--- config.mk ---
export PLATFORM = sky130hd
export DESIGN_NAME = sha256_byte_stream_hasher_top
export DESIGN_NICKNAME = d
export VERILOG_FILES = /design/src/hdl/sha256_pkg.sv /design/src/hdl/sha256_buf.sv /design/src/hdl/sha256_core.sv /design/src/hdl/sha256_byte_stream_hasher_top.sv
export SDC_FILE = /design/constraint.sdc
export NUM_CORES = 2
export LEC_CHECK = 0
export ABC_AREA = 1
export BUFFER_PORTS_ARGS = -buffer_cell sky130_fd_sc_hd__buf_2
export CAP_MARGIN = 20
export CORE_UTILIZATION = 55
export CTS_CLUSTER_SIZE = 12
export DETAILED_ROUTE_END_ITERATION = 8
export PLACE_DENSITY_LB_ADDON = 0.3
export SLEW_MARGIN = 10
export SYNTH_ARGS = -nofsm -noshare
export SYNTH_HDL_FRONTEND = slang
export SYNTH_SLANG_ARGS = --single-unit
--- constraint.sdc ---
create_clock -name clk_i -period 11.35 [get_ports clk_i]
set_input_delay 0.5675 -clock clk_i [delete_from_list [all_inputs] [get_ports clk_i]]
set_output_delay 0.5675 -clock clk_i [all_outputs]
set_load 0.01 [all_outputs]
--- src/hdl/sha256_pkg.sv ---
package sha256_pkg;

  typedef enum logic [2:0] {
    ST_IDLE,
    ST_LOAD,
    ST_ROUND,
    ST_UPDATE,
    ST_EMIT
  } state_e;

  localparam logic [31:0] IV [8] = '{
    32'h6a09e667, 32'hbb67ae85, 32'h3c6ef372, 32'ha54ff53a,
    32'h510e527f, 32'h9b05688c, 32'h1f83d9ab, 32'h5be0cd19
  };

  localparam logic [31:0] K [64] = '{
    32'h428a2f98, 32'h71374491, 32'hb5c0fbcf, 32'he9b5dba5, 32'h3956c25b, 32'h59f111f1,
    32'h923f82a4, 32'hab1c5ed5, 32'hd807aa98, 32'h12835b01, 32'h243185be, 32'h550c7dc3,
    32'h72be5d74, 32'h80deb1fe, 32'h9bdc06a7, 32'hc19bf174, 32'he49b69c1, 32'hefbe4786,
    32'h0fc19dc6, 32'h240ca1cc, 32'h2de92c6f, 32'h4a7484aa, 32'h5cb0a9dc, 32'h76f988da,
    32'h983e5152, 32'ha831c66d, 32'hb00327c8, 32'hbf597fc7, 32'hc6e00bf3, 32'hd5a79147,
    32'h06ca6351, 32'h14292967, 32'h27b70a85, 32'h2e1b2138, 32'h4d2c6dfc, 32'h53380d13,
    32'h650a7354, 32'h766a0abb, 32'h81c2c92e, 32'h92722c85, 32'ha2bfe8a1, 32'ha81a664b,
    32'hc24b8b70, 32'hc76c51a3, 32'hd192e819, 32'hd6990624, 32'hf40e3585, 32'h106aa070,
    32'h19a4c116, 32'h1e376c08, 32'h2748774c, 32'h34b0bcb5, 32'h391c0cb3, 32'h4ed8aa4a,
    32'h5b9cca4f, 32'h682e6ff3, 32'h748f82ee, 32'h78a5636f, 32'h84c87814, 32'h8cc70208,
    32'h90befffa, 32'ha4506ceb, 32'hbef9a3f7, 32'hc67178f2
  };

  localparam logic [7:0] PadByte = 8'h80;
  localparam logic [5:0] LenPos = 6'd56;
  localparam logic [63:0] BlockBits = 64'd512;

  function automatic logic [31:0] rotr(input logic [31:0] x, input int unsigned n);
    rotr = (x >> n) | (x << (32 - n));
  endfunction

endpackage

--- src/hdl/sha256_buf.sv ---
// 16x32 block buffer, byte-writable, one read port with registered data.
module sha256_buf (
  input  logic        clk_i,
  input  logic        we_i,
  input  logic [3:0]  waddr_i,
  input  logic [3:0]  wbe_i,
  input  logic [31:0] wdata_i,
  input  logic [3:0]  raddr_i,
  output logic [31:0] rdata_o
);
  logic [31:0] mem [16];

  always_ff @(posedge clk_i) begin
    if (we_i) begin
      for (int b = 0; b < 4; b++) begin
        if (wbe_i[b]) mem[waddr_i][b*8 +: 8] <= wdata_i[b*8 +: 8];
      end
    end
    rdata_o <= mem[raddr_i];
  end
endmodule

--- src/hdl/sha256_core.sv ---
// One round per cycle; message schedule in a 16-word window.
module sha256_core (
  input  logic        clk_i,
  input  logic        rst_ni,
  input  logic        start_i,
  input  logic [31:0] h_i [8],
  input  logic [31:0] w_i,
  output logic [3:0]  waddr_o,
  output logic        done_o,
  output logic [31:0] v_o [8]
);
  import sha256_pkg::*;

  logic [6:0]  rnd_q, rnd_d;
  logic        busy_q, busy_d;
  logic [31:0] v_q [8];
  logic [31:0] win_q [16];
  logic [31:0] wr, s0, s1, b0, b1, ch, mj, t1, t2, wn;

  assign waddr_o = rnd_d[3:0];
  assign v_o = v_q;

  always_comb begin
    s0 = rotr(win_q[1], 7) ^ rotr(win_q[1], 18) ^ (win_q[1] >> 3);
    s1 = rotr(win_q[14], 17) ^ rotr(win_q[14], 19) ^ (win_q[14] >> 10);
    wn = s1 + win_q[9] + s0 + win_q[0];
    wr = (rnd_q < 7'd16) ? w_i : wn;
    b1 = rotr(v_q[4], 6) ^ rotr(v_q[4], 11) ^ rotr(v_q[4], 25);
    b0 = rotr(v_q[0], 2) ^ rotr(v_q[0], 13) ^ rotr(v_q[0], 22);
    ch = (v_q[4] & v_q[5]) ^ (~v_q[4] & v_q[6]);
    mj = (v_q[0] & v_q[1]) ^ (v_q[0] & v_q[2]) ^ (v_q[1] & v_q[2]);
    t1 = v_q[7] + b1 + ch + K[rnd_q[5:0]] + wr;
    t2 = b0 + mj;
    busy_d = busy_q;
    rnd_d = rnd_q;
    done_o = 1'b0;
    if (start_i) begin
      busy_d = 1'b1;
      rnd_d = '0;
    end else if (busy_q) begin
      rnd_d = rnd_q + 7'd1;
      if (rnd_q == 7'd63) begin
        busy_d = 1'b0;
        done_o = 1'b1;
      end
    end
  end

  always_ff @(posedge clk_i or negedge rst_ni) begin
    if (!rst_ni) begin
      busy_q <= 1'b0;
      rnd_q <= '0;
    end else begin
      busy_q <= busy_d;
      rnd_q <= rnd_d;
    end
  end

  always_ff @(posedge clk_i) begin
    if (start_i) begin
      v_q <= h_i;
    end else if (busy_q) begin
      v_q[7] <= v_q[6];
      v_q[6] <= v_q[5];
      v_q[5] <= v_q[4];
      v_q[4] <= v_q[3] + t1;
      v_q[3] <= v_q[2];
      v_q[2] <= v_q[1];
      v_q[1] <= v_q[0];
      v_q[0] <= t1 + t2;
      for (int i = 0; i < 15; i++) win_q[i] <= win_q[i+1];
      win_q[15] <= wr;
    end
  end
endmodule

--- src/hdl/sha256_byte_stream_hasher_top.sv ---
// SHA-256 over a byte stream. A data beat (cmd 0) writes one byte into the block
// memory; the 64th byte of a block starts a compression of 64 rounds, one per
// cycle, after the load state and before the update state, so no beat is taken
// until the compression is through. A finish beat (cmd 1) writes the padding one
// word per cycle, runs one or two compressions, then presents the eight digest words
// (index 0 first, last on index 7) and returns to the initial hash values.
module sha256_byte_stream_hasher_top (
  input  logic        clk_i,
  input  logic        rst_ni,
  input  logic        valid_i,
  output logic        ready_o,
  input  logic        cmd_i,
  input  logic [7:0]  data_byte_i,
  output logic        valid_o,
  input  logic        ready_i,
  output logic [31:0] digest_word_o,
  output logic [2:0]  word_index_o,
  output logic        last_o
);
  import sha256_pkg::*;

  state_e      st_q, st_d;
  logic [31:0] h_q [8];
  logic [5:0]  cnt_q, cnt_d;
  logic [63:0] len_q, len_d;
  logic [63:0] tot_q, tot_d;
  logic        fin_q, fin_d;   // finishing: padding pass in progress
  logic        two_q, two_d;   // padding needs a second block
  logic        sec_q, sec_d;   // second-block load pass
  logic [4:0]  pw_q, pw_d;     // padding word pointer
  logic [2:0]  oi_q, oi_d;
  logic        we;
  logic [3:0]  waddr, wbe, raddr, caddr;
  logic [31:0] wdata, rdata;
  logic        start, done, upd;
  logic [31:0] v [8];

  sha256_buf u_buf (
    .clk_i, .we_i(we), .waddr_i(waddr), .wbe_i(wbe), .wdata_i(wdata),
    .raddr_i(raddr), .rdata_o(rdata)
  );

  sha256_core u_core (
    .clk_i, .rst_ni, .start_i(start), .h_i(h_q), .w_i(rdata),
    .waddr_o(caddr), .done_o(done), .v_o(v)
  );

  assign raddr = caddr;
  assign ready_o = (st_q == ST_IDLE);
  assign valid_o = (st_q == ST_EMIT);
  assign digest_word_o = h_q[oi_q];
  assign word_index_o = oi_q;
  assign last_o = (oi_q == 3'd7);

  // padding word pw (0..15): byte lanes below cnt keep data, at cnt get 0x80
  // second block pointer runs 16..31 mapped onto words 0..15, ends on wrap to 0
  always_comb begin
    logic [5:0] bi;
    logic [31:0] pd;
    st_d = st_q; cnt_d = cnt_q; len_d = len_q; tot_d = tot_q;
    fin_d = fin_q; two_d = two_q; pw_d = pw_q; oi_d = oi_q;
    we = 1'b0; waddr = cnt_q[5:2]; wbe = '0; wdata = '0;
    start = 1'b0; upd = 1'b0;
    pd = '0;
    bi = '0;
    unique case (st_q)
      ST_IDLE: begin
        if (valid_i) begin
          if (!cmd_i) begin
            we = 1'b1;
            waddr = cnt_q[5:2];
            wbe = 4'b1000 >> cnt_q[1:0];
            wdata = {4{data_byte_i}};
            cnt_d = cnt_q + 6'd1;
            if (cnt_q == 6'd63) st_d = ST_LOAD;
          end else begin
            fin_d = 1'b1;
            two_d = (cnt_q >= LenPos);
            tot_d = len_q + {55'd0, cnt_q, 3'd0};
            pw_d = {1'b0, cnt_q[5:2]};
            st_d = ST_LOAD;
          end
        end
      end
      ST_LOAD: begin
        if (fin_q && (sec_q ? (pw_q != 5'd0) : (pw_q != 5'd16))) begin
          we = 1'b1;
          waddr = pw_q[3:0];
          for (int b = 0; b < 4; b++) begin
            bi = {pw_q[3:0], 2'(b)};
            if (pw_q[4]) pd[31-8*b -: 8] = 8'h00;
            else if (bi == cnt_q) pd[31-8*b -: 8] = PadByte;
            else pd[31-8*b -: 8] = 8'h00;
            wbe[3-b] = (bi >= cnt_q) || pw_q[4];
          end
          if (!two_q && pw_q[3:0] == 4'd14) pd = tot_q[63:32];
          if (!two_q && pw_q[3:0] == 4'd15) pd = tot_q[31:0];
          if (!two_q && pw_q[3:1] == 3'b111) wbe = 4'hf;
          wdata = pd;
          pw_d = pw_q + 5'd1;
        end else begin
          start = 1'b1;
          st_d = ST_ROUND;
        end
      end
      ST_ROUND: begin
        if (done) st_d = ST_UPDATE;
      end
      ST_UPDATE: begin
        upd = 1'b1;
        if (!fin_q) begin
          len_d = len_q + BlockBits;
          cnt_d = '0;
          st_d = ST_IDLE;
        end else if (two_q) begin
          two_d = 1'b0;
          cnt_d = '0;
          pw_d = 5'd16;   // second block: full zero words, then length
          st_d = ST_LOAD;
        end else begin
          oi_d = '0;
          st_d = ST_EMIT;
        end
      end
      ST_EMIT: begin
        if (ready_i) begin
          oi_d = oi_q + 3'd1;
          if (oi_q == 3'd7) begin
            fin_d = 1'b0;
            cnt_d = '0;
            len_d = '0;
            st_d = ST_IDLE;
          end
        end
      end
      default: st_d = ST_IDLE;
    endcase
  end

  always_comb begin
    sec_d = sec_q;
    if (st_q == ST_UPDATE) sec_d = two_q;
    else if (st_q == ST_IDLE) sec_d = 1'b0;
  end

  always_ff @(posedge clk_i or negedge rst_ni) begin
    if (!rst_ni) begin
      st_q <= ST_IDLE;
      cnt_q <= '0;
      len_q <= '0;
      fin_q <= 1'b0;
      two_q <= 1'b0;
      pw_q <= '0;
      oi_q <= '0;
      sec_q <= 1'b0;
      tot_q <= '0;
      h_q <= IV;
    end else begin
      st_q <= st_d;
      cnt_q <= cnt_d;
      len_q <= len_d;
      fin_q <= fin_d;
      two_q <= two_d;
      oi_q <= oi_d;
      sec_q <= sec_d;
      tot_q <= tot_d;
      pw_q <= pw_d;
      if (upd) begin
        for (int i = 0; i < 8; i++) h_q[i] <= h_q[i] + v[i];
      end else if (st_q == ST_EMIT && ready_i && oi_q == 3'd7) begin
        h_q <= IV;
      end
    end
  end
endmodule
# Yosys cells after proc, flatten, opt, wreduce, memory -nomap -nowiden
# Memory sizes are Yosys's and may differ from the RTL's. A register that Yosys moved wholly into a read port is not among the register bits.
# Cells that the tools add are included.
dict set report totals {
  ramBits 1024
  wordCells 254
  mem_count 3
  rom_bits 2048
  inputBits 13
  reg_bits 668
  output_inout_bits 38
}
# name words width read_ports rd_ports_with_merged_regs wr line_no
set memory_table {}
lappend memory_table {{(no name shown)} 64 32 1 0 0 sha256_core.sv:32} ;# t1 = v_q[7] + b1 + ch + K[rnd_q[5:0]] + wr;
lappend memory_table {u_buf.mem 16 32 1 1 1 sha256_buf.sv:11} ;# logic [31:0] mem [16];
lappend memory_table {u_core.win_q 16 32 16 0 16 sha256_core.sv:17} ;# logic [31:0] win_q [16];
dict set report op_classes {
  add_sub_neg 24
  n_mux 104
  n_eq_ne 29
  magnitude_cmp 8
  shift 1
  reduce_logical 28
  bitwise_logic 29
}
# cell count
set op_table {}
lappend op_table {{256-bit two-way mux} 4}
lappend op_table {{32-bit adder} 18}
lappend op_table {{32-bit two-way mux} 10}
lappend op_table {{32-bit bitwise XOR} 9}
lappend op_table {{64-bit two-way mux} 3}
lappend op_table {{32-bit AND} 5}
lappend op_table {{64-bit case mux with 2 select lines} 1}
lappend op_table {{32-bit binary-select mux with 3-bit select} 1}
lappend op_table {{64-bit by 10-bit adder with 64-bit output (second input constant)} 1}
lappend op_table {{64-bit by 9-bit adder with 64-bit output} 1}
lappend op_table {{8-bit two-way mux} 8}
lappend op_table {{32-bit case mux with 2 select lines} 1}
lappend op_table {{1-bit two-way mux} 37}
lappend op_table {{3-bit two-way mux} 12}
lappend op_table {{6-bit two-way mux} 6}
lappend op_table {{32-bit inverter} 1}
lappend op_table {{10-bit by 32-bit bitwise OR with 32-bit output} 1}
lappend op_table {{13-bit by 32-bit bitwise OR with 32-bit output} 1}
lappend op_table {{14-bit by 32-bit bitwise OR with 32-bit output} 1}
lappend op_table {{15-bit by 32-bit bitwise OR with 32-bit output} 1}
lappend op_table {{19-bit by 32-bit bitwise OR with 32-bit output} 1}
lappend op_table {{21-bit by 32-bit bitwise OR with 32-bit output} 1}
lappend op_table {{25-bit by 32-bit bitwise OR with 32-bit output} 1}
lappend op_table {{26-bit by 32-bit bitwise OR with 32-bit output} 1}
lappend op_table {{48 further kinds} 97}

# Logic depth before layout (Yosys ltp)
# An unclocked memory read counts as a cell.
dict set report depth {
  depth_word 12
  ltp_mapped 50
}

# Hierarchy
# Synthesis repeated with hierarchy kept, for this count alone.
dict set report hier_totals {
  hier_cells 12923
  hier_area_um2 105686.4
}
# module instances cells_per_inst area_per_inst_um2
set by_module_without_submodules {}
lappend by_module_without_submodules {sha256_core 1 4379 44661.6}
lappend by_module_without_submodules {sha256_byte_stream_hasher_top 1 6349 38009.0}
lappend by_module_without_submodules {sha256_buf 1 2195 23015.8}

# Worst setup path before layout
# Ideal clock, no wire load.
dict set report synth_path {
  path_kind {register -> register}
  startpoint {register pw_q[0]}
  endpoint {register u_buf.rdata_o[9] (read register of u_buf.mem)}
  synth_period_minus_slack_ns 8.180
  required_ns 11.220
  t_arrival_ns 8.050
  path_stages_with_launch 15
  path_buffers 2
  slack_ns 3.170
  cell_sequence {dfrtp_1 inv_1 ha_1 nand4_1 nand2_1 nand2_1 buf_4 nand2_1 inv_2 a22oi_2 inv_2 clkbuf_1 o221ai_1 nand3_1 o21ai_0}
}
dict set report synth_between {
  elab_chain_len 6
}
# item line_no
set synth_lines {}
lappend synth_lines {{from (decl)} sha256_byte_stream_hasher_top.sv:30} ;# logic [4:0] pw_q, pw_d;
lappend synth_lines {{from (signal assigned)} sha256_byte_stream_hasher_top.sv:167} ;# pw_q <= pw_d;
lappend synth_lines {{5-bit inequality test or 5-bit nonzero test (tied branches)} sha256_byte_stream_hasher_top.sv:86} ;# if (fin_q && (sec_q ? (pw_q != 5'd0) : (pw_q != 5'd16))) begin
lappend synth_lines {{1-bit two-way mux (*)} sha256_byte_stream_hasher_top.sv:86}
lappend synth_lines {{1-bit logical AND (*)} sha256_byte_stream_hasher_top.sv:86}
lappend synth_lines {{1-bit two-way mux (*)} sha256_byte_stream_hasher_top.sv:86}
lappend synth_lines {{1-bit two-way mux (*)} sha256_byte_stream_hasher_top.sv:66} ;# unique case (st_q)
lappend synth_lines {{7-bit two-way mux (*)} sha256_core.sv:37} ;# if (start_i) begin
lappend synth_lines {{to (decl)} sha256_buf.sv:9} ;# output logic [31:0] rdata_o
# Mark *: on every way between the ends. The rest lies on a longest branch, timed or not.
# A chain may end at the register's enable or synchronous reset.

==> impl_metrics.tcl <==
set metrics [dict create \
    period_needed_ns 9.973 \
    setup_ws_ns 1.377 \
    ys_ff_latch 1712 \
    postSynth.asyncResetShare 0.2336 \
    gp_congestion 1.023 \
    layout-drive-gt1-share 0.06581 \
    placed_cells 12166 \
    gr-total-overflow 0 \
    post-cts-setup-buffers 0 \
    dp_slack_ns 1.533 \
    remaining_drc_errors 0 \
    ios 51 \
    cts_tree "done" \
    yosysUniqueCellTypes 68 \
    final_common_cell "nand2_1" \
    final_util 0.6027 \
    cts_resized 0 \
    grt_pass1_vias 73291 \
    post_drt_via_cell_ratio 6.174 \
    cts_root_buf "clkbuf_16" \
    grt_use_total 0.3828 \
    grt_pass1_wl_um 492800 \
    worstSetupPathType "register to register" \
    synth_warnings 0 \
    portBuffers 50 \
    ctsHtreeMaxLevel 4 \
    hold_path_class "input pin to register" \
    row_count 153 \
    clk_path_buf_depth 3 \
    dr_total_vias 77158 \
    start_util 0.5541 \
    synthFlopType "edfxtp_1" \
    rsz0062_at_grt "false" \
    synthesis.nets 10711 \
    crit_family "adder cells" \
    drv_cap 0 \
    clock_skew_ns 0.06316 \
    worstSetupEndpointType "register" \
    setup_tns_ns 0 \
    postSynthCellCount 10085 \
    nNetsFinal 10658 \
    clk_latency_ns 0.90 \
    crit_buf_inv 8 \
    cpPeakStageDelay_ns 0.66 \
    avgSynthCellArea_um2 9.549 \
    outcome "finished, final reports clean" \
    final_cell_mix "1622 x nand2_1, 1280 x edfxtp_1, 1191 x inv_1" \
    hold_violations 0 \
    die_w_um 420.5 \
    fmaxAchievable_mhz 100.3 \
    ant_nets 0 \
    grt_antenna_before_repair 7 \
    area_delta_synth_final_pct 8.780 \
    die_h_um 420.5 \
    dieArea_um2 176800 \
    path_clk_slew_ns 0.06 \
    slew-limit-headroom 0.1433 \
    grt_max_degree 215 \
    cts_buffers 185 \
    worst_pin_slew_ns 1.272 \
    start_kind "register" \
    slew_violations 0 \
    fillers 14827 \
    ys_seq_area_frac 0.5115 \
    arrival_ns 10.53 \
    synth_edf_count 1280 \
    drt_pre_antenna_iters 8 \
    core_area_um2 173800 \
    cp_slowest_cell "o21ai_0" \
    clock-sinks 1712 \
    setup-violations-final 0 \
    drt_iter0_markers 9599 \
    min_period_over_period 0.8787 \
    routed_wl_um 340500 \
    fin_cells 12497 \
    cp_max_fo 5 \
    cp.required_ns 11.91 \
    place_hpwl_um 253100 \
    syn_area_um2 96310 \
    post_drt_wl_per_cell_um 27.25 \
]
[synth_stat cells (111+ instances only)]
cell	count	area [µm²]
a21oi_1	677	3388
a31oi_1	111	694.4
clkbuf_1	310	1164
dfrtp_1	264	6606
dfstp_2	136	3573
edfxtp_1	1280	38440
fa_1	195	3904
ha_1	418	5230
inv_1	1195	4486
nand2_1	1626	6103
nand3_1	371	1857
nor2_1	873	3277
nor3_1	127	635.6
o21ai_0	1072	5365
o22ai_1	139	869.6
xnor2_1	204	1787
xor2_1	253	2216
[metrics by stage]
step | instance area, µm² | hold slack (ns)
floorplan | 96310 | 0.2719
global placement | 98810 | 0.4004
detailed placement | 98820 | 0.4045
CTS | 104700 | 0.006799
global route | 104700 | 0.04647
finish | 104800 | 0.05696
[sequential cells by signal, indices dropped and copies added, names as in the netlist]
signal,flops
two_q,1
u_buf.rdata_o,32
pw_q,5
tot_q,61
word_index_o,3
u_core.busy_q,1
sec_q,1
u_buf.mem,512
len_q,55
h_q,256
st_q,3
fin_q,1
u_core.rnd_q,7
cnt_q,6
u_core.v_o,256
u_core.win_q,512
[timing repair]
action                                  4_1_cts  5_1_grt
endpoints found under the setup margin        0        0
endpoints found under the hold margin        31        0
hold buffers                                  2        0
[layout make-up]
type | instances | area (µm²) | area share
flip-flops and latches | 1712 | 49260 | 0.4702
multi-input cells | 6772 | 41020 | 0.3916
clock buffers | 252 | 5064 | 0.04833
inverters | 1210 | 4568 | 0.04360
well taps | 2325 | 2909 | 0.02777
repair buffers | 151 | 1106 | 0.01056
clock inverters | 68 | 809.5 | 0.007727
diodes | 7 | 17.52 | 0.0001672
[worst paths after layout]
check	from	to	slack, ns	depth (start not counted)
setup / recovery	u_core.win_q[1][214]	u_core.v_o[252]	1.38	43
hold / removal	valid_i	cnt_q[0]	0.06	3
setup reg to reg	u_core.win_q[1][214]	u_core.v_o[252]	1.38	43
hold reg to reg	u_core.win_q[1][131]	u_core.win_q[1][99]	0.38	0
max in group asynchronous	rst_ni	word_index_o[0]	8.72	4
min in group asynchronous	rst_ni	h_q[206]	0.28	2
[worst reg2reg max path, delay by kind of cell, from the launching register on]
family | cells | cell delay (ns)
flip-flops | 1 | 0.47
AO/OA/AOI/OAI | 9 | 2.38
XOR/XNOR | 4 | 1.10
AND/OR/NAND/NOR | 14 | 1.64
adder cells (fa/ha/maj) | 8 | 3.39
buffers and inverters | 8 | 0.70
[metal layers]
layer  wire length [µm]  global-route usage  vias up  part of all wire
li1                   -                   -    34540                 -
met1             135700              0.5192    37370              0.40
met2             147200              0.5672     4319              0.43
met3              34070             0.08234      927              0.10
met4              23480              0.2224        2             0.069
met5                 15                   0        -          0.000044
[kinds of logic (layout without fill, tap and decap cells)]
group	count (synthesis)	in the layout	share of synthesized area
xor gates and xnor gates	457	457	0.04156
DFF	1712	1712	0.5115
muxes	109	109	0.01146
AOI/OAI and AO/OA	2416	2416	0.1415
buffers and inverters	1601	1681	0.06309
other	0	7	0
and+or+nand+nor	3174	3174	0.1358
adders and majority gates	616	616	0.09515
Power is not shown: default switching activity piles up to over one toggle a cycle in this logic, so the estimate is an artifact.
